**src/rtl/i2c_display_write_serializer_macros.svh**
```systemverilog
// Assertion macros used by the serializer's top-level RTL file.
`ifndef I2C_DISPLAY_WRITE_SERIALIZER_MACROS_SVH
`define I2C_DISPLAY_WRITE_SERIALIZER_MACROS_SVH

// Checked on every rising edge of aclk while reset is released.
`define I2CDWS_ASSERT_RUN(lbl, prop, msg) \
    lbl: assert property (@(posedge aclk) disable iff (!aresetn) prop) else $error(msg);

// Checked on every rising edge of aclk, during reset as well.
`define I2CDWS_ASSERT_ALWAYS(lbl, prop, msg) \
    lbl: assert property (@(posedge aclk) prop) else $error(msg);

`endif

```
**src/rtl/i2cdws_pkg.sv**
```systemverilog
// Types and constants shared by the I2C display write serializer.
`default_nettype none
package i2cdws_pkg;

    localparam int BITS_PER_BYTE = 8;
    localparam int BYTES_PER_TXN = 3;
    localparam int WORD_W        = BITS_PER_BYTE * BYTES_PER_TXN;

    localparam logic [7:0] ADDR_RESET   = 8'h78;
    localparam logic [7:0] CTRL_COMMAND = 8'h00;
    localparam logic [7:0] CTRL_DATA    = 8'h40;

    typedef enum logic [1:0] {
        KIND_START = 2'd0,
        KIND_BIT   = 2'd1,
        KIND_ACK   = 2'd2,
        KIND_STOP  = 2'd3
    } sym_kind_t;

    typedef enum logic [2:0] {
        BS_IDLE,
        BS_START,
        BS_BIT,
        BS_ACK,
        BS_STOP
    } back_state_t;

    typedef struct packed {
        logic empty;
        logic full;
    } queue_stat_t;

endpackage
`default_nettype wire

```
**src/rtl/i2c_display_write_serializer.sv**
```systemverilog
// Top level of the I2C display write serializer: address register, front, queue, back.
`default_nettype none
// Turns each display-controller byte into one complete I2C write transaction of
// 29 bus symbols: a start, the address byte, the control byte (0x00 when the
// input is a command, 0x40 when it is display data) and the payload byte, each
// byte sent most significant bit first and followed by an acknowledge slot in
// which SDA is released high, and finally a stop that carries tlast. The block
// streams one symbol per clock cycle while m_tready is high; the serializer in
// the back end offers one symbol per cycle when its output register is free
// and moves from the stop of one transaction straight to the start of the
// next when another word waits in the queue. A holding register and a queue of
// QUEUE_DEPTH entries (two by default) sit in front of the serializer, so new
// input transactions are accepted while earlier ones are still being shifted
// out or while the output is stalled. An accepted input passes through the
// holding register, the queue and the back end's start state into the output
// register. The device address comes from the address register, which resets
// to 0x78 and should only be written while no transaction is in flight.
module i2c_display_write_serializer #(
    parameter int QUEUE_DEPTH = 2
) (
    input  wire logic       aclk,
    input  wire logic       aresetn,
    // Address register write port.
    input  wire logic       cfg_wr_en,
    input  wire logic [7:0] cfg_wr_data,
    // Input channel.
    input  wire logic       s_tvalid,
    output logic            s_tready,
    input  wire logic [7:0] s_tdata,   // [7:0] payload
    input  wire logic       s_tuser,   // [0] is_data
    // Bus symbol channel.
    output logic            m_tvalid,
    input  wire logic       m_tready,
    output logic [7:0]      m_tdata,   // [0] sda_level, [7:1] zero
    output logic [1:0]      m_tuser,   // [1:0] symbol_kind
    output logic            m_tlast    // last symbol (stop) of the transaction
);

`include "i2c_display_write_serializer_macros.svh"

    // The address byte register; apart from reset it only changes on a configuration write.
    logic [7:0] address_reg, address_next;

    assign address_next = cfg_wr_en ? cfg_wr_data : address_reg;

    always_ff @(posedge aclk) begin
        if (!aresetn) begin
            address_reg <= i2cdws_pkg::ADDR_RESET;
        end else begin
            address_reg <= address_next;
        end
    end

    // Interconnect between the front end, the queue and the serializer.
    i2cdws_pkg::queue_stat_t       q_stat;
    logic                          q_push;
    logic                          q_pop;
    logic [i2cdws_pkg::WORD_W-1:0] q_wdata;
    logic [i2cdws_pkg::WORD_W-1:0] q_rdata;

    // The front end composes {address, control, payload} for each transaction.
    i2cdws_front u_front (
        .aclk         (aclk),
        .aresetn      (aresetn),
        .address_byte (address_reg),
        .s_tvalid     (s_tvalid),
        .s_tready     (s_tready),
        .s_tdata      (s_tdata),
        .s_tuser      (s_tuser),
        .q_stat       (q_stat),
        .q_push       (q_push),
        .q_wdata      (q_wdata)
    );

    // The queue decouples input acceptance from symbol generation.
    i2cdws_queue #(
        .DEPTH (QUEUE_DEPTH)
    ) u_queue (
        .aclk    (aclk),
        .aresetn (aresetn),
        .push    (q_push),
        .wdata   (q_wdata),
        .pop     (q_pop),
        .rdata   (q_rdata),
        .stat    (q_stat)
    );

    // The back end walks each word out as 29 symbols through its output register.
    i2cdws_back u_back (
        .aclk     (aclk),
        .aresetn  (aresetn),
        .q_stat   (q_stat),
        .q_rdata  (q_rdata),
        .q_pop    (q_pop),
        .m_tvalid (m_tvalid),
        .m_tready (m_tready),
        .m_tdata  (m_tdata),
        .m_tuser  (m_tuser),
        .m_tlast  (m_tlast)
    );

    // The front end never pushes into a full queue.
    `I2CDWS_ASSERT_RUN(a_no_push_full, (q_push |-> !q_stat.full), "push into full queue")
    // The serializer never pops an empty queue.
    `I2CDWS_ASSERT_RUN(a_no_pop_empty, (q_pop |-> !q_stat.empty), "pop from empty queue")
    // Only the stop symbol closes a transaction.
    `I2CDWS_ASSERT_RUN(a_last_is_stop,
        (m_tvalid && m_tlast |-> m_tuser == i2cdws_pkg::KIND_STOP), "tlast on non-stop symbol")
    // A symbol that directly follows a delivered stop must open a new transaction.
    `I2CDWS_ASSERT_RUN(a_start_after_stop,
        (m_tvalid && m_tready && m_tlast |=> !m_tvalid || m_tuser == i2cdws_pkg::KIND_START),
        "transaction not opened by start")

endmodule
`default_nettype wire

```
**src/rtl/i2cdws_front.sv**
```systemverilog
// Front end: accepts input transactions and builds the three-byte bus word.
`default_nettype none
module i2cdws_front (
    input  wire logic                          aclk,
    input  wire logic                          aresetn,
    input  wire logic [7:0]                    address_byte,
    input  wire logic                          s_tvalid,
    output logic                               s_tready,
    input  wire logic [7:0]                    s_tdata,
    input  wire logic                          s_tuser,
    input  wire i2cdws_pkg::queue_stat_t       q_stat,
    output logic                               q_push,
    output logic [i2cdws_pkg::WORD_W-1:0]      q_wdata
);

    logic                          hold_valid_reg, hold_valid_next;
    logic [i2cdws_pkg::WORD_W-1:0] hold_word_reg, hold_word_next;
    logic                          accept;
    logic [7:0]                    ctrl_byte;

    // The holding stage drains into the queue whenever the queue has room.
    assign q_push   = hold_valid_reg && !q_stat.full;
    assign q_wdata  = hold_word_reg;
    assign s_tready = !hold_valid_reg || !q_stat.full;
    assign accept   = s_tvalid && s_tready;

    assign ctrl_byte = s_tuser ? i2cdws_pkg::CTRL_DATA : i2cdws_pkg::CTRL_COMMAND;

    always_comb begin
        hold_valid_next = hold_valid_reg && !q_push;
        hold_word_next  = hold_word_reg;
        if (accept) begin
            hold_valid_next = 1'b1;
            hold_word_next  = {address_byte, ctrl_byte, s_tdata};
        end
    end

    always_ff @(posedge aclk) begin
        if (!aresetn) begin
            hold_valid_reg <= 1'b0;
        end else begin
            hold_valid_reg <= hold_valid_next;
        end
        hold_word_reg <= hold_word_next;
    end

endmodule
`default_nettype wire

```
**src/rtl/i2cdws_queue.sv**
```systemverilog
// Short FIFO of bus words between the front end and the serializer.
`default_nettype none
module i2cdws_queue #(
    parameter int DEPTH = 2
) (
    input  wire logic                          aclk,
    input  wire logic                          aresetn,
    input  wire logic                          push,
    input  wire logic [i2cdws_pkg::WORD_W-1:0] wdata,
    input  wire logic                          pop,
    output logic [i2cdws_pkg::WORD_W-1:0]      rdata,
    output i2cdws_pkg::queue_stat_t            stat
);

    localparam int PTR_W = (DEPTH > 1) ? $clog2(DEPTH) : 1;
    localparam int CNT_W = $clog2(DEPTH + 1);

    logic [i2cdws_pkg::WORD_W-1:0] entry_reg [DEPTH];
    logic [PTR_W-1:0]              wr_ptr_reg, wr_ptr_next;
    logic [PTR_W-1:0]              rd_ptr_reg, rd_ptr_next;
    logic [CNT_W-1:0]              count_reg, count_next;

    assign rdata      = entry_reg[rd_ptr_reg];
    assign stat.empty = (count_reg == '0);
    assign stat.full  = (count_reg == CNT_W'(DEPTH));

    always_comb begin
        wr_ptr_next = wr_ptr_reg;
        rd_ptr_next = rd_ptr_reg;
        count_next  = count_reg;
        if (push) begin
            wr_ptr_next = (wr_ptr_reg == PTR_W'(DEPTH - 1)) ? '0 : wr_ptr_reg + 1'b1;
        end
        if (pop) begin
            rd_ptr_next = (rd_ptr_reg == PTR_W'(DEPTH - 1)) ? '0 : rd_ptr_reg + 1'b1;
        end
        if (push && !pop) begin
            count_next = count_reg + 1'b1;
        end else if (pop && !push) begin
            count_next = count_reg - 1'b1;
        end
    end

    always_ff @(posedge aclk) begin
        if (!aresetn) begin
            wr_ptr_reg <= '0;
            rd_ptr_reg <= '0;
            count_reg  <= '0;
        end else begin
            wr_ptr_reg <= wr_ptr_next;
            rd_ptr_reg <= rd_ptr_next;
            count_reg  <= count_next;
        end
    end

    always_ff @(posedge aclk) begin
        if (push) begin
            entry_reg[wr_ptr_reg] <= wdata;
        end
    end

endmodule
`default_nettype wire

```
**src/rtl/i2cdws_back.sv**
```systemverilog
// Back end: serializes one bus word into start, bits, acknowledges and stop.
`default_nettype none
module i2cdws_back (
    input  wire logic                          aclk,
    input  wire logic                          aresetn,
    input  wire i2cdws_pkg::queue_stat_t       q_stat,
    input  wire logic [i2cdws_pkg::WORD_W-1:0] q_rdata,
    output logic                               q_pop,
    output logic                               m_tvalid,
    input  wire logic                          m_tready,
    output logic [7:0]                         m_tdata,
    output logic [1:0]                         m_tuser,
    output logic                               m_tlast
);

    localparam logic [2:0] LAST_BIT  = 3'(i2cdws_pkg::BITS_PER_BYTE - 1);
    localparam logic [1:0] LAST_BYTE = 2'(i2cdws_pkg::BYTES_PER_TXN - 1);

    i2cdws_pkg::back_state_t       state_reg, state_next;
    logic [i2cdws_pkg::WORD_W-1:0] shift_reg, shift_next;
    logic [2:0]                    bit_cnt_reg, bit_cnt_next;
    logic [1:0]                    byte_cnt_reg, byte_cnt_next;

    logic                          out_valid_reg, out_valid_next;
    i2cdws_pkg::sym_kind_t         out_kind_reg, out_kind_next;
    logic                          out_sda_reg, out_sda_next;
    logic                          out_last_reg, out_last_next;

    logic                          out_free;
    logic                          emit;
    i2cdws_pkg::sym_kind_t         emit_kind;
    logic                          emit_sda;
    logic                          emit_last;

    assign out_free = !out_valid_reg || m_tready;

    // Next state.
    always_comb begin
        state_next = state_reg;
        case (state_reg)
            i2cdws_pkg::BS_IDLE: begin
                if (!q_stat.empty) begin
                    state_next = i2cdws_pkg::BS_START;
                end
            end
            i2cdws_pkg::BS_START: begin
                if (out_free) begin
                    state_next = i2cdws_pkg::BS_BIT;
                end
            end
            i2cdws_pkg::BS_BIT: begin
                if (out_free && bit_cnt_reg == LAST_BIT) begin
                    state_next = i2cdws_pkg::BS_ACK;
                end
            end
            i2cdws_pkg::BS_ACK: begin
                if (out_free) begin
                    state_next = (byte_cnt_reg == LAST_BYTE) ? i2cdws_pkg::BS_STOP
                                                             : i2cdws_pkg::BS_BIT;
                end
            end
            i2cdws_pkg::BS_STOP: begin
                if (out_free) begin
                    state_next = q_stat.empty ? i2cdws_pkg::BS_IDLE : i2cdws_pkg::BS_START;
                end
            end
            default: begin
                state_next = i2cdws_pkg::BS_IDLE;
            end
        endcase
    end

    // Outputs of the state machine: the symbol on offer and the queue pop.
    always_comb begin
        emit      = 1'b0;
        emit_kind = i2cdws_pkg::KIND_START;
        emit_sda  = 1'b0;
        emit_last = 1'b0;
        q_pop     = 1'b0;
        case (state_reg)
            i2cdws_pkg::BS_IDLE: begin
                q_pop = !q_stat.empty;
            end
            i2cdws_pkg::BS_START: begin
                emit = 1'b1;
            end
            i2cdws_pkg::BS_BIT: begin
                emit      = 1'b1;
                emit_kind = i2cdws_pkg::KIND_BIT;
                emit_sda  = shift_reg[i2cdws_pkg::WORD_W-1];
            end
            i2cdws_pkg::BS_ACK: begin
                emit      = 1'b1;
                emit_kind = i2cdws_pkg::KIND_ACK;
                emit_sda  = 1'b1;
            end
            i2cdws_pkg::BS_STOP: begin
                emit      = 1'b1;
                emit_kind = i2cdws_pkg::KIND_STOP;
                emit_last = 1'b1;
                q_pop     = out_free && !q_stat.empty;
            end
            default: begin
                emit = 1'b0;
            end
        endcase
    end

    // Shift register, counters and the output register.
    always_comb begin
        shift_next     = shift_reg;
        bit_cnt_next   = bit_cnt_reg;
        byte_cnt_next  = byte_cnt_reg;
        out_valid_next = out_valid_reg && !m_tready;
        out_kind_next  = out_kind_reg;
        out_sda_next   = out_sda_reg;
        out_last_next  = out_last_reg;

        if (q_pop) begin
            shift_next    = q_rdata;
            bit_cnt_next  = '0;
            byte_cnt_next = '0;
        end else if (out_free && state_reg == i2cdws_pkg::BS_BIT) begin
            shift_next   = {shift_reg[i2cdws_pkg::WORD_W-2:0], 1'b0};
            bit_cnt_next = bit_cnt_reg + 1'b1;
        end else if (out_free && state_reg == i2cdws_pkg::BS_ACK) begin
            bit_cnt_next  = '0;
            byte_cnt_next = byte_cnt_reg + 1'b1;
        end

        if (out_free && emit) begin
            out_valid_next = 1'b1;
            out_kind_next  = emit_kind;
            out_sda_next   = emit_sda;
            out_last_next  = emit_last;
        end
    end

    always_ff @(posedge aclk) begin
        if (!aresetn) begin
            state_reg     <= i2cdws_pkg::BS_IDLE;
            out_valid_reg <= 1'b0;
        end else begin
            state_reg     <= state_next;
            out_valid_reg <= out_valid_next;
        end
        shift_reg    <= shift_next;
        bit_cnt_reg  <= bit_cnt_next;
        byte_cnt_reg <= byte_cnt_next;
        out_kind_reg <= out_kind_next;
        out_sda_reg  <= out_sda_next;
        out_last_reg <= out_last_next;
    end

    assign m_tvalid = out_valid_reg;
    assign m_tdata  = {7'b0, out_sda_reg};
    assign m_tuser  = out_kind_reg;
    assign m_tlast  = out_last_reg;

endmodule
`default_nettype wire
```
**config.mk**
```make
export PLATFORM = sky130hd
export DESIGN_NAME = i2c_display_write_serializer
export DESIGN_NICKNAME = d
export VERILOG_FILES = /design/src/rtl/i2cdws_pkg.sv /design/src/rtl/i2c_display_write_serializer.sv /design/src/rtl/i2cdws_front.sv /design/src/rtl/i2cdws_queue.sv /design/src/rtl/i2cdws_back.sv
export VERILOG_INCLUDE_DIRS = /design/src /design/src/rtl
export SDC_FILE = /design/constraint.sdc
export NUM_CORES = 1
export LEC_CHECK = 0
export BUFFER_PORTS_ARGS = -buffer_cell sky130_fd_sc_hd__buf_2
export CORE_UTILIZATION = 45
export CTS_BUF_LIST = sky130_fd_sc_hd__clkbuf_4
export CTS_CLUSTER_SIZE = 8
export DETAILED_ROUTE_END_ITERATION = 10
export PLACE_DENSITY_LB_ADDON = 0.2
export SLEW_MARGIN = 20
export SYNTH_ARGS = -nofsm -noshare
export SYNTH_HDL_FRONTEND = slang
export SYNTH_HIERARCHICAL = 1
export SYNTH_SLANG_ARGS = --single-unit
```
**constraint.sdc**
```tcl
create_clock -name aclk -period 6.6 [get_ports aclk]
set_input_delay 0.33 -clock aclk [delete_from_list [all_inputs] [get_ports aclk]]
set_output_delay 0.33 -clock aclk [all_outputs]
set_load 0.01 [all_outputs]
```
After elaboration in Yosys (flattened, before gate mapping)

Memory sizes are Yosys's and may differ from the RTL's. A register that Yosys moved wholly into a read port is not among the register bits.
Cells that the tools add are included.

Add/sub/neg operators: 6
Eq/ne operators: 12
Bitwise logic cells: 1
Mux-type cells: 28
Reductions and logical operators: 28

Operators by type and width:

| operator              | count |
|---|---|
| $mux W24              | 2 |
| $mux W3               | 8 |
| $pmux W3 S5           | 1 |
| $logic_and A1 B1 Y1   | 11 |
| $mux W1               | 11 |
| $ne A2 B1 Y1 const B  | 4 |
| $logic_not A1 Y1      | 7 |
| $mux W7               | 1 |
| $eq A3 B2 Y1 const B  | 2 |
| $eq A3 B3 Y1 const B  | 2 |
| $pmux W2 S3           | 1 |
| $reduce_bool A2 Y1    | 3 |
| $reduce_and A5 Y1     | 1 |
| $add A2 B1 Y2 const B | 2 |
| $eq A2 B2 Y1 const B  | 2 |
| $mux W2               | 2 |
| $pmux W1 S2           | 2 |
| $reduce_or A4 Y1      | 1 |
| $add A3 B1 Y3 const B | 1 |
| $eq A3 B1 Y1 const B  | 1 |
| $logic_not A3 Y1      | 1 |
| $add A1 B1 Y1 const B | 2 |
| $logic_not A2 Y1      | 1 |
| $logic_or A1 B1 Y1    | 2 |
| 4 further kinds       | 4 |

Memories: 1
Output and inout bits: 13
Register bits: 74
Bits in writable memories: 48
Logic and storage cells: 90
Input bits: 22

Memory list:

| memory            | words | width | rd ports | clocked after Yosys merged registers in | write ports | RTL line           | source |
|---|---|---|---|---|---|---|---|
| u_queue.entry_reg | 2     | 24    | 1        | 1                                       | 1           | i2cdws_queue.sv:18 | `logic [i2cdws_pkg::WORD_W-1:0] entry_reg [DEPTH];` |

Logic depth before layout (Yosys ltp)

Gate-level depths: netlist of the first run.

Depth in word-level cells: 7
Mapped depth: 9
Depth with buffers taken out: 8

Modules after synthesis

Netlist of the first run, hierarchy kept.

Modules (own cells, without submodules):

| module                       | cells an instance | sequential area each (µm²) | area an instance (µm²) | times used |
|---|---|---|---|---|
| i2cdws_queue                 | 97                | 1,541.5                    | 1,950.6                | 1 |
| i2cdws_back                  | 179               | 1,021.0                    | 1,764.2                | 1 |
| i2cdws_front                 | 31                | 530.5                      | 616.8                  | 1 |
| i2c_display_write_serializer | 25                | 160.2                      | 291.5                  | 1 |

Worst setup path after synthesis of the first run

Ideal clock, no wire load.

Path kind: flip-flop to flip-flop
From: register u_back.state_reg[1]
To: register u_back/shift_reg[0] (netlist name) (enable)
Path buffers: 1
Setup time: 438 ps
Slack: 3,638 ps
Stages on the path, launching flop included: 5
Required time: 6,162 ps
Arrival: 2,523 ps
Cell sequence: dfxtp_1 > buf_2 > nor2b_1 > nand2_1 > o21ai_0

Word-level cells in the longest chain between the ends: 3
Elaborated cells on any way between the ends: 6
Classes of those cells: eq/ne (2); mux (1); reduce/logical (3)

RTL lines:

| item                                                      | RTL line                              | source |
|---|---|---|
| start, declared                                           | i2cdws_back.sv:19                     | `i2cdws_pkg::back_state_t state_reg, state_next;` |
| start signal, assigned                                    | i2cdws_back.sv:141                    | `state_reg <= i2cdws_pkg::BS_IDLE;` |
| start signal, assigned                                    | i2cdws_back.sv:144                    | `state_reg <= state_next;` |
| $eq A3 B3 Y1, or another cell as far along                | i2cdws_back.sv:80                     | `case (state_reg)` |
| $pmux W1 S2 / $logic_and A1 B1 Y1 (equally long branches) | i2cdws_back.sv:80, i2cdws_back.sv:123 |  |
| $reduce_bool A2 Y1 (no line) (*)                          | n/a                                   |  |
| end signal, assigned                                      | i2cdws_back.sv:147                    | `shift_reg <= shift_next;` |
| end, declared                                             | i2cdws_back.sv:20                     | `logic [i2cdws_pkg::WORD_W-1:0] shift_reg, shift_next;` |

Every way passes the cells marked *; elsewhere a longest branch is shown, timed or not.
A chain may end at the register's enable or synchronous reset.

Worst setup path in the final report of the first run

From: register u_back.state_reg[0]
To: register u_queue.count_reg[1]

Word-level cells in the longest chain between the ends: 5
Elaborated cells on any way between the ends: 8
Classes of those cells: eq/ne (1); mux (2); reduce/logical (5)

RTL lines:

| item                                                    | RTL line                           | source |
|---|---|---|
| $eq A3 B3 Y1 / $logic_not A3 Y1 (equally long branches) | i2cdws_back.sv:80                  |  |
| $pmux W1 S2 (*)                                         | i2cdws_back.sv:80                  |  |
| named net q_pop                                         | i2c_display_write_serializer.sv:57 | `logic q_pop;` |
| $logic_not A1 Y1                                        | i2cdws_queue.sv:37                 | `if (push && !pop) begin` |
| $logic_and A1 B1 Y1                                     | i2cdws_queue.sv:37                 |  |
| $mux W2 / $reduce_bool A2 Y1 (equally long branches)    | n/a                                |  |
| end signal, assigned                                    | i2cdws_queue.sv:52                 | `count_reg <= count_next;` |
| end, declared                                           | i2cdws_queue.sv:21                 | `logic [CNT_W-1:0] count_reg, count_next;` |

The timed path passes the listed nets; every way through them passes the cells marked *.

==> results_dict.tcl, run 1 <==
set metrics [dict create \
    status "finished clean" \
    min_period_ns 2.96 \
    comb_power_share_pct 22.0 \
    antenna_left 0 \
    synth-main-ff-cell "edfxtp_1" \
    largest_register_ffs 48 \
    core_area_um2 9860 \
    drtPass1Iterations 5 \
    antenna_found_initial 0 \
    synth_top_cell_area_share_pct 60.4 \
    area_delta_synth_final_pct 13.3 \
    p_sw_share_pct 29.6 \
    clock_skew_ns 0.0238 \
    synth_seq_cells 116 \
    yosysWarnings 6 \
    seq_area_um2 3250 \
    grt_first_pass_wirelength_um 11300 \
    cts_setup_buffers 0 \
    path_class "reg -> reg" \
    worst_pin_slew_ns 0.890 \
    startpoint_type "register" \
    drtIter0Drc 105 \
    die-area_um2 10700 \
    synth_area_leaders "edfxtp_1, dfxtp_1, nand2_1" \
    syn_avg_cell_area_um2 13.9 \
    yosys-top-cells-count "edfxtp_1, nand2_1, mux2_2" \
    wl_per_cell_um 12.7 \
    start_util_pct 46.9 \
    synth_edf_count 93 \
    ir_worst_vdd_uv 180 \
    internal_power_uw 1510 \
    cp_max_fo 31 \
    fin_crit_sh_pct 44.8 \
    clock_path_buffers 2 \
    portBuffers 27 \
    fin_tns_setup_ns 0 \
    cts_root_buf "clkbuf_4" \
    top_layer "met4" \
    die_h_um 103 \
    cts_inserted_buffers 17 \
    seq_power_share_pct 51.2 \
    met3_length_um 218 \
    diodes 0 \
    yosysUniqueCellTypes 37 \
    nets 401 \
    htreeDepth 4 \
    setup_viol 0 \
    tritoncts "done" \
    hold_path.class "in -> reg" \
    wl_met2_um 3260 \
    rsz0062_at_grt "no" \
    p_switching_uw 637 \
    grt_max_degree 32 \
    postPlaceCellArea_um2 4800 \
    fp.dieW_um 103 \
    clock_sinks 116 \
    cts.clk_slew.worst_paths_ns 0.11 \
    synth_most_common_cell "edfxtp_1" \
    design_area_um2 5240 \
    finalHoldViolCount 0 \
    yosysSeqAreaShare_pct 70.4 \
    arrival_ns 3.37 \
    groute.usage.overall_pct 14.6 \
    cts_resized 0 \
    wl_met1_um 3070 \
    clkPwrFrac_pct 26.7 \
    io_pins 35 \
    endpoint_kind "register" \
    synth-async-reset-ratio_pct 0 \
    drv_cap 0 \
    grt_pass1_vias 2411 \
    drc 0 \
    dpl.hpwl_um 3890 \
    fillers 848 \
    multiInputGateArea_um2 1210 \
    vias 2408 \
    pwr_density_cell_nw_per_um2 410 \
    leakagePower_uw 0.00199 \
    vias_per_cell 4.62 \
    cp.required_ns 7.01 \
    netlist_instances 332 \
    slew_headroom_pct 40.7 \
    row_count 36 \
    netlist_area_um2 4620 \
    synth_area_leader_cell "edfxtp_1" \
    drive_above_1_share_pct 23.7 \
    fmax_mhz 338 \
    clock_latency_ns 0.48 \
    gr-total-overflow 0 \
    gp_congestion 0.781 \
    finalWirelength_um 6620 \
    finalCoreUtilization_pct 53.1 \
    drv_slew 0 \
]
==> cell families after synthesis <==
| group | count (synthesis) | share of synthesized area, % |
|---|---|---|
| AND/OR/NAND/NOR | 122 | 12.2 |
| buffers and inverters | 31 | 4.63 |
| AO/OA/AOI/OAI | 17 | 2.35 |
| XOR/XNOR | 5 | 0.947 |
| adder cells (fa/ha/maj) | 4 | 1.08 |
| other | 2 | 0.162 |
| flip-flops | 116 | 70.4 |
| multiplexers | 35 | 8.23 |
==> metrics by stage <==
step                power (uW)  instances  hold WS [ns]  setup WS (ns)
floorplan                 1500        344         0.392           3.64
global placement          1580        478         0.414           3.81
detailed placement        1590        478         0.421           3.63
CTS                       2180        521        0.0202           3.60
global route              2290        521        0.0237           3.31
finish                    2150        521        0.0720           3.64
==> worst paths after layout <==
check | slack, ns | from | to | depth (start not counted)
min reg2reg | 0.45 | address_reg[5]$_SDFFE_PN1P_ | u_front/q_wdata[21]$_DFFE_PP_ | 0
max reg2reg | 3.64 | u_back/state_reg[0]$_SDFFE_PN0P_ | u_queue/count_reg[1]$_SDFFE_PN0P_ | 6
max | 3.64 | u_back/state_reg[0]$_SDFFE_PN0P_ | u_queue/count_reg[1]$_SDFFE_PN0P_ | 6
min | 0.07 | cfg_wr_data[4] | address_reg[4]$_SDFFE_PN1P_ | 3
==> power groups by stage <==
stage / clock network, uW / registers (uW) / logic, uW
finish: 574 / 1100 / 474
global route: 620 / 1120 / 548
CTS: 592 / 1100 / 481
detailed placement: 0 / 1120 / 471
global placement: 0 / 1110 / 462
floorplan: 0 / 1070 / 429
==> cell type report <==
cell class | instances | share of cell area, %
well taps | 133 | 3.18
inverters | 3 | 0.215
multi-input cells | 197 | 23.2
clock buffers | 17 | 2.44
flip-flops and latches | 116 | 62.1
repair buffers | 40 | 4.97
clock inverters | 15 | 3.92
==> worst max-delay path, cell delays in order (launching register included) <==
cell      delay, ns
dfxtp_1        0.76
a2111o_1       0.78
inv_2          0.46
inv_1          0.14
ha_1           0.27
or3_1          0.35
a21boi_1       0.14
==> cells in the final DEF, fill, tap and decap left out, types with 5 or more instances in the layout <==
master,synthesis,final
a21oi_1,6,6
nand2_1,82,82
clkbuf_4,0,17
nor2_1,7,7
conb_1,2,14
clkinvlp_4,0,5
and2_1,6,6
edfxtp_1,93,93
buf_2,6,27
dlygate4sd3_1,0,11
mux2_2,24,24
dfxtp_1,23,22
mux2i_1,11,11
nor2b_1,9,8
==> metal layers <==
metal / track usage (%) / vias up
met5: 0 / -
met4: 7.80 / 0
met3: 4.84 / 4
met2: 23.5 / 46
met1: 17.6 / 1132
li1: - / 1226
==> timing repair <==
action                     in CTS  in global routing
setup endpoints to repair       0                  0
hold buffers                   11                  0
hold endpoints to repair       11                  0
No activity file was read; power rests on OpenSTA's default activity.
==> run 2, diff against run 1 <==
==> constraint.sdc (replaced) <==
create_clock -name aclk -period 2.8 [get_ports aclk]
set_input_delay 0.14 -clock aclk [delete_from_list [all_inputs] [get_ports aclk]]
set_output_delay 0.14 -clock aclk [all_outputs]
set_load 0.01 [all_outputs]
==> run 2 against run 1 <==
  * Sequential power rose by 130%
  * Die area unchanged
  * Power rose by 140%
  * Fmax grew 37%
  * Global-route usage is essentially flat
  * Count of clock-buffer cells in the layout did not move
  * Clock power rose by 140%
  * Register-to-register slack lost 3.0 ns
  * Cell count increased by 3.1%
  * Sequential share of layout area decreased by 1.6 points
  * Non-clock buffer count grew 15
  * Critical path type unchanged
  * Largest power group unchanged
==> results_dict.tcl, run 2 (synthesized netlist as in run 1, its figures left out) <==
set metrics [dict create \
    clock_path_buffers 2 \
    largest_register_ffs 48 \
    seq_power_share_pct 50.1 \
    setup_viol 0 \
    cts.clk_slew.worst_paths_ns 0.11 \
    cp.required_ns 3.21 \
    htreeDepth 4 \
    gr-total-overflow 0 \
    status "finished clean" \
    area_delta_synth_final_pct 16.2 \
    drv_cap 0 \
    cp_max_fo 25 \
    fin_crit_sh_pct 77.1 \
    io_pins 35 \
    groute.usage.overall_pct 14.6 \
    cts_setup_buffers 0 \
    grt.busiest_layer "met2" \
    portBuffers 27 \
    drive_above_1_share_pct 23.6 \
    dpl.hpwl_um 4050 \
    finalHoldViolCount 0 \
    fillers 823 \
    internal_power_uw 3610 \
    antenna_found_initial 0 \
    grt_max_degree 31 \
    slew_headroom_pct 44.4 \
    path_class "reg -> reg" \
    finalCoreUtilization_pct 54.5 \
    finalWirelength_um 6750 \
    comb_power_share_pct 23.5 \
    mostFrequentLayoutCell "edfxtp_1" \
    tritoncts "done" \
    use_met2_pct 24.1 \
    die-area_um2 10700 \
    place_ws_ns 0.699 \
    antenna_left 0 \
    fin_tns_setup_ns 0 \
    slowest_delay_ns 0.50 \
    leakagePower_uw 0.00205 \
    row_count 36 \
    setup_ws_ns 0.641 \
    wl_per_cell_um 12.6 \
    cts_inserted_buffers 17 \
    drc 0 \
    clock_sinks 116 \
    pwr_density_cell_nw_per_um2 950 \
    start_util_pct 46.9 \
    core_area_um2 9860 \
    vias_per_cell 4.65 \
    hold_path.class "in -> reg" \
    cts_resized 0 \
    worstPathCellList "a2111o_1 -> buf_4 -> inv_2 -> inv_1 -> ha_1 -> or3_1 -> a21boi_1" \
    grtUsageMet3_pct 5.51 \
    clkPwrFrac_pct 26.5 \
    clock_latency_ns 0.47 \
    startpoint_type "register" \
    drtPass1Iterations 4 \
    met1_usage_pct 17.3 \
    ir_worst_vdd_uv 427 \
    endpoint_kind "register" \
    fp.dieW_um 103 \
    p_sw_share_pct 29.3 \
    cts_root_buf "clkbuf_4" \
    final_cell_mix "edfxtp_1, nand2_1, buf_2" \
    fmax_mhz 463 \
    min_period_ns 2.16 \
    worst_pin_slew_ns 0.834 \
    drtIter0Drc 66 \
    grt_pass1_vias 2460 \
    arrival_ns 2.57 \
    nets 416 \
    p_switching_uw 1500 \
    grt_first_pass_wirelength_um 11300 \
    drv_slew 0 \
    vias 2495 \
    hold-worst-slack_ns 0.0893 \
    gp_congestion 0.742 \
    clock_skew_ns 0.0137 \
    slowest_stage "dfxtp_1" \
    die_h_um 103 \
    rsz0062_at_grt "no" \
]
run 2: routing by layer:
metal | routed length (um) | share of wire, %
met5 | 0 | 0
met4 | 72 | 1.1
met2 | 3350 | 50
met3 | 237 | 3.5
met1 | 3090 | 46
run 2: final cells by class:
type	count	area (um2)	area share (%)
Sequential cell	116	3250	60.5
Multi-Input combinational cell	197	1210	22.5
Timing Repair Buffer	55	400	7.45
Clock inverter	15	204	3.80
Tap cell	133	166	3.10
Clock buffer	17	128	2.38
Inverter	3	11.3	0.210
Antenna cell	1	2.50	0.0466
run 2: path summary, 6_finish.rpt:
check	startpoint	endpoint	slack, ns	depth (start not counted)
max reg2reg	u_back/state_reg[0]$_SDFFE_PN0P_	u_queue/count_reg[1]$_SDFFE_PN0P_	0.64	7
min	aresetn	u_queue/wr_ptr_reg$_SDFFE_PN0P_	0.09	2
max	u_back/state_reg[0]$_SDFFE_PN0P_	u_queue/count_reg[1]$_SDFFE_PN0P_	0.64	7
min reg2reg	address_reg[3]$_SDFFE_PN1P_	u_front/q_wdata[19]$_DFFE_PP_	0.44	0
run 2: what timing repair did:
item,4_1_cts,5_1_grt
endpoints found under the setup margin,0,0
hold buffers,22,0
hold endpoints to repair,18,0
run 2: power by group through the flow:
stage	sequential [uW]	clock, uW	combinational [uW]
after floorplan	2520	0	1010
after global placement	2580	0	1160
after detailed placement	2600	0	1190
after CTS	2560	1400	1220
after global routing	2600	1460	1360
final	2560	1350	1200
run 2: per-stage QoR:
step	total power [uW]	std cells	area, um2
after floorplan	3540	344	4670
after global placement	3740	482	4820
after detailed placement	3790	482	4820
after CTS	5190	536	5370
after global routing	5430	536	5370
final	5100	537	5370
run 2: critical path, delay by kind of cell, from the launching register on:
family                   cells  cell delay (ns)
AO/OA/AOI/OAI                2             0.55
flip-flops                   1             0.50
AND/OR/NAND/NOR              1             0.38
buffers and inverters        3             0.34
adder cells (fa/ha/maj)      1             0.31
